<file path="config.mk">
export PLATFORM = sky130hd
export DESIGN_NAME = shh_ctrl
export DESIGN_NICKNAME = d
export VERILOG_FILES = /design/src/sv/shh_pkg.sv /design/src/sv/shh_ctrl.sv
export SDC_FILE = /design/constraint.sdc
export NUM_CORES = 1
export LEC_CHECK = 0
export CORE_AREA = 2 2 39 41
export DETAILED_ROUTE_END_ITERATION = 8
export DIE_AREA = 0 0 41 43
export DONT_BUFFER_PORTS = 1
export PLACE_DENSITY_LB_ADDON = 0.1
export SYNTH_ARGS = -nofsm -noshare
export SYNTH_HDL_FRONTEND = slang
export SYNTH_SLANG_ARGS = --single-unit
</file>
<file path="constraint.sdc">
create_clock -name clk -period 1.6 [get_ports clk]
set_input_delay 0.32 -clock clk [delete_from_list [all_inputs] [get_ports clk]]
set_output_delay 0.32 -clock clk [all_outputs]
set_load 0.05 [all_outputs]
</file>
<file path="src/sv/shh_pkg.sv">
// Package of the sliding history histogram: defaults, codes and the
// command and status structs between controller and datapath. No dependencies.
package shh_pkg;

    localparam int DEF_STATE_BITS  = 12;
    localparam int DEF_SYMBOL_BITS = 4;
    localparam int DEF_MAX_HISTORY = 11;
    localparam int DEF_COUNT_BITS  = 32;

    localparam int BASE_W      = 5;
    localparam int KLEN_W      = 4;
    localparam int CFG_INDEX_W = 1;
    localparam int CFG_DATA_W  = 5;

    localparam logic [BASE_W-1:0] BASE_RESET = 5'd2;
    localparam logic [KLEN_W-1:0] KLEN_RESET = 4'd1;

    typedef enum logic [CFG_INDEX_W-1:0] {
        CFG_SYMBOL_BASE,
        CFG_HISTORY_LENGTH
    } cfg_index_t;

    typedef enum logic [1:0] {
        OP_PUSH,
        OP_READ_STATE,
        OP_READ_HIST,
        OP_CLEAR
    } opcode_t;

    typedef enum logic [1:0] {
        ST_OK,
        ST_BAD_SYMBOL,
        ST_BAD_CONFIG
    } status_t;

    typedef enum logic [2:0] {
        S_INIT_CLR,
        S_IDLE,
        S_POW,
        S_EVAL,
        S_READ,
        S_UPDATE,
        S_CLR,
        S_DONE
    } ctrl_state_t;

    typedef struct packed {
        logic take;
        logic pow_start;
        logic pow_step;
        logic eval;
        logic mem_read;
        logic update;
        logic clr_step;
        logic load_out;
    } shh_cmd_t;

    typedef struct packed {
        logic cfg_cached;
        logic pow_last;
        logic observe;
        logic clr_last;
        logic out_free;
    } shh_stat_t;

endpackage

</file>
<file path="src/sv/shh_ctrl.sv">
// Controller of the sliding history histogram: sequences each item through the datapath.
// Depends on shh_pkg for the state, command and status types.
module shh_ctrl (
    input  logic              clk,
    input  logic              rst_n,
    input  logic              in_valid,
    input  logic [1:0]        opcode,
    input  shh_pkg::shh_stat_t stat,
    output logic              in_ready,
    output shh_pkg::shh_cmd_t cmd
);

    shh_pkg::ctrl_state_t state_reg;
    shh_pkg::ctrl_state_t state_next;

    always_ff @(posedge clk or negedge rst_n)
    begin
        if (!rst_n)
        begin
            state_reg <= shh_pkg::S_INIT_CLR;
        end
        else
        begin
            state_reg <= state_next;
        end
    end

    always_comb
    begin
        state_next = state_reg;
        cmd        = '0;
        in_ready   = 1'b0;
        unique case (state_reg)
            shh_pkg::S_INIT_CLR:
            begin
                cmd.clr_step = 1'b1;
                if (stat.clr_last)
                begin
                    state_next = shh_pkg::S_IDLE;
                end
            end
            shh_pkg::S_IDLE:
            begin
                in_ready = 1'b1;
                if (in_valid)
                begin
                    cmd.take = 1'b1;
                    unique case (shh_pkg::opcode_t'(opcode)) inside
                        shh_pkg::OP_PUSH:
                        begin
                            if (stat.cfg_cached)
                            begin
                                state_next = shh_pkg::S_EVAL;
                            end
                            else
                            begin
                                cmd.pow_start = 1'b1;
                                state_next    = shh_pkg::S_POW;
                            end
                        end
                        shh_pkg::OP_READ_STATE, shh_pkg::OP_READ_HIST:
                        begin
                            state_next = shh_pkg::S_READ;
                        end
                        shh_pkg::OP_CLEAR:
                        begin
                            state_next = shh_pkg::S_CLR;
                        end
                    endcase
                end
            end
            shh_pkg::S_POW:
            begin
                cmd.pow_step = 1'b1;
                if (stat.pow_last)
                begin
                    state_next = shh_pkg::S_EVAL;
                end
            end
            shh_pkg::S_EVAL:
            begin
                cmd.eval   = 1'b1;
                state_next = stat.observe ? shh_pkg::S_READ : shh_pkg::S_DONE;
            end
            shh_pkg::S_READ:
            begin
                cmd.mem_read = 1'b1;
                state_next   = shh_pkg::S_UPDATE;
            end
            shh_pkg::S_UPDATE:
            begin
                cmd.update = 1'b1;
                state_next = shh_pkg::S_DONE;
            end
            shh_pkg::S_CLR:
            begin
                cmd.clr_step = 1'b1;
                if (stat.clr_last)
                begin
                    state_next = shh_pkg::S_DONE;
                end
            end
            shh_pkg::S_DONE:
            begin
                if (stat.out_free)
                begin
                    cmd.load_out = 1'b1;
                    state_next   = shh_pkg::S_IDLE;
                end
            end
        endcase
    end

endmodule

</file>
# Yosys cells after proc, flatten, opt, wreduce, memory -nomap -nowiden
# Cells that the tools add are included.
# op_classes
muxes,21
reduce_logical,5
eq_ne,15
# ops
op,count
3-bit case mux with 8 select lines,1
3-bit two-way mux,5
"3-bit == test, second input constant",4
1-bit two-way mux,11
"2-bit inequality test, second input constant",5
3-bit case mux with 3 select lines,1
"3-bit by 2-bit == test with 1-bit output, second input constant",2
2-bit two-way mux,3
5-bit AND reduction,1
"2-bit == test, second input constant",2
2-bit OR reduction,2
"3-bit by 1-bit == test with 1-bit output, second input constant",1
3-bit zero test,1
"2-bit by 1-bit == test with 1-bit output, second input constant",1
2-bit zero test,1
# totals
regBits,3
in_bits,10
out_inout_bits,9
word_cells,42

# Logic depth before layout (Yosys ltp)
# depth
depth_word,5
depth_mapped,5
ltp_nobuf,5

# Least setup slack after synthesis
# Ideal clock, no wire load.
# synth_path
path_type,flip-flop to output port
start,reg state_reg[2]
end,out cmd[6] in the netlist's numbering
setup_slack_ns,-0.961
arrival_ns,2.241
n_path_buf,0
path_stages_with_launch,4
cell_sequence,dfrtp_1 > nor3b_2 > and2_1 > and3b_1
# synth_lines
element,line_no,rtl
from (decl),shh_ctrl.sv:13,shh_pkg::ctrl_state_t state_reg;
from (signal assigned),shh_ctrl.sv:20,state_reg <= shh_pkg::S_INIT_CLR;
from (signal assigned),shh_ctrl.sv:24,state_reg <= state_next;
to (decl),shh_ctrl.sv:10,output shh_pkg::shh_cmd_t cmd

==> results.ini <==
[timing]
finalHoldViolCount=0
fmax_mhz=586
tightest_slew_ps=390
drv_slew=0
fin_crit_sh_pct=107
whs_ps=345
fin_crit_ps=1710
clock_skew_ps=5.04
layout_setup_ws_ps=-107
maxSlewHeadroom_pct=73.4
tns_ps=-107
rsz0062_at_grt=true
setup_viol_count_final=1

[layout]
layout_commonest_cell=buf_4
fin_util_pct=41.7
layout.nets=62
drive_gt1_share_pct=58.0
final_cell_mix=buf_4, nor2b_1, buf_12
largest_reg_flops=3
area_growth_pct=89.7
num_antenna_cells=0

[run_status]
outcome=complete, but fails checks
violations=setup timing

[detailed_routing]
drt_pre_antenna_iters=3
ant_nets=0
drt_iter0_drc=4
vias=315
drt-wirelength-per-cell_um=13.2
drc=0
routed_wirelength_um=873
via_per_inst=4.77

[clock_network]
clock_latency_ps=230
clk_pin_slew_ps=40
cts.sinks=3
clock_path_buffers=2
cts_buffers=3
root_buffer=clkbuf_4
cts_tree=yes
h-tree-depth=1

[power_and_ir_drop]
p_total_uw=1300
switchingPower_uw=639
pwr-share-clk_pct=10.0
power_density_nw_per_um2=2250
p_sw_share_pct=49.1
combPwrFrac_pct=78.5
ir_drop_uv=796
seq_power_share_pct=11.5
p_leak_uw=0.000242
p_int_uw=662

[setup_path]
startpoint=state_reg[2]$_DFFE_PN0P_
r2r-end=state_reg[0]$_DFFE_PN0P_
endpoint=cmd[6]
cp.arrival_ps=1390
r2r_slack_ps=280
worstSetupStartpointType=flop
rr_startpoint=state_reg[1]$_DFFE_PN0P_
required_ps=1280
crit_type=reg -> out
end_kind=output pin
cp_max_fo=2
reg2regPathDepth=4

[placement]
hpwl_um=683
globalplace.congestion=0.697
portBuffers=0

[die]
io_pins=19
fp.coreArea_um2=1380
rows=14
die-width_um=41
die_area_um2=1760
die_h_um=43
start_util_pct=22.0

[global_routing]
antenna_found_initial=0
grt_util_all_layers_pct=11.6
grt_pass1_wl_um=1370
overflow=0
first_global_vias=330
grt_max_degree=16

[synth]
yosys-top-cells-area=dfrtp_1, nor2b_1, nor4b_4, nor3b_1, a211oi_2
avgSynthCellArea_um2=8.94
synthFlopType=dfrtp_1
ys_async_sr_fraction_pct=100
synth_fp_nets=45
yosysWarnings=0
synthDistinctLibCells=25
synth_edf_count=0
synth_seq_area_share_pct=24.7
syn-cell-area_um2=304
syn_inst=34
synth_largest_area_cell=dfrtp_1
ys_ff_latch=3
synth_top_area_share_pct=24.7

[job]
drv_cap=0

[worst_hold_path]
hp-class=in -> async

==> kinds of logic after synthesis <==
| logic type | count (synthesis) | share of synthesized area [%] |
|---|---|---|
| flip-flops | 3 | 24.7 |
| buffers and inverters | 5 | 7.00 |
| adder cells (fa/ha/maj) | 1 | 4.11 |
| XOR/XNOR | 1 | 2.88 |
| AND/OR/NAND/NOR | 17 | 42.4 |
| AO/OA/AOI/OAI | 7 | 18.9 |
==> Yosys cell counts, types with 2 or more instances <==
cell     number
dfrtp_1       3
buf_2         2
nor3b_1       2
nor2_1        2
nor2b_1       4
inv_1         2
==> per-stage QoR <==
stage / instances / setup slack, ps / cell area [um2]
2_1_floorplan: 34 / -406 / 344
3_3_place_gp: 58 / 142 / 479
3_5_place_dp: 58 / 104 / 479
4_1_cts: 66 / -134 / 566
5_1_grt: 66 / -151 / 577
6_report: 66 / -107 / 577
==> critical path, cell delays in order, from the launching register on <==
cell and delay (ps):
dfrtp_1 410, nor3b_4 230, and2_4 170, and3b_2 350
==> power by group through the flow <==
stage                     combinational (uW)  clock, uW  sequential, uW
final                                   1020        130             150
after global routing                    1070        145             154
after CTS                               1020        136             147
after detailed placement                 898          0             152
after global placement                   900          0             149
after floorplan                          586          0             163
==> worst min path at each step <==
| stage | startpoint | to | slack, ps | cells past startpoint |
|---|---|---|---|---|
| 2_1_floorplan | rst_n | state_reg[0]$_DFFE_PN0P_ | 20 | 0 |
| 3_3_place_gp | rst_n | state_reg[2]$_DFFE_PN0P_ | 20 | 0 |
| 3_5_place_dp | rst_n | state_reg[1]$_DFFE_PN0P_ | 20 | 0 |
| 4_1_cts | rst_n | state_reg[0]$_DFFE_PN0P_ | 340 | 1 |
| 5_1_grt | rst_n | state_reg[0]$_DFFE_PN0P_ | 350 | 1 |
| 6_report | rst_n | state_reg[0]$_DFFE_PN0P_ | 350 | 1 |
==> repair_timing <==
item | 4_1_cts | 5_1_grt
gates resized for setup | 8 | 4
buffers inserted | 3 | 1
setup endpoints to repair | 7 | 5
pin swaps | 3 | 1
hold buffers | 1 | 0
hold endpoints to repair | 3 | 0
==> layout make-up <==
cell class / instances / area (um2)
Sequential cell: 3 / 75.1
Clock buffer: 4 / 26.3
Multi-Input combinational cell: 26 / 260
Timing Repair Buffer: 14 / 176
Inverter: 3 / 18.8
Fill cell: 144 / 807
Tap cell: 16 / 20.0
==> metal layers <==
metal | wire, um | vias to the layer above | track usage [%]
li1 | - | 156 | -
met4 | 0 | 0 | 6.00
met1 | 326 | 148 | 13.3
met3 | 69 | 0 | 4.71
met5 | 0 | - | 0
met2 | 477 | 11 | 17.5
No activity file was read; power rests on OpenSTA's default activity.
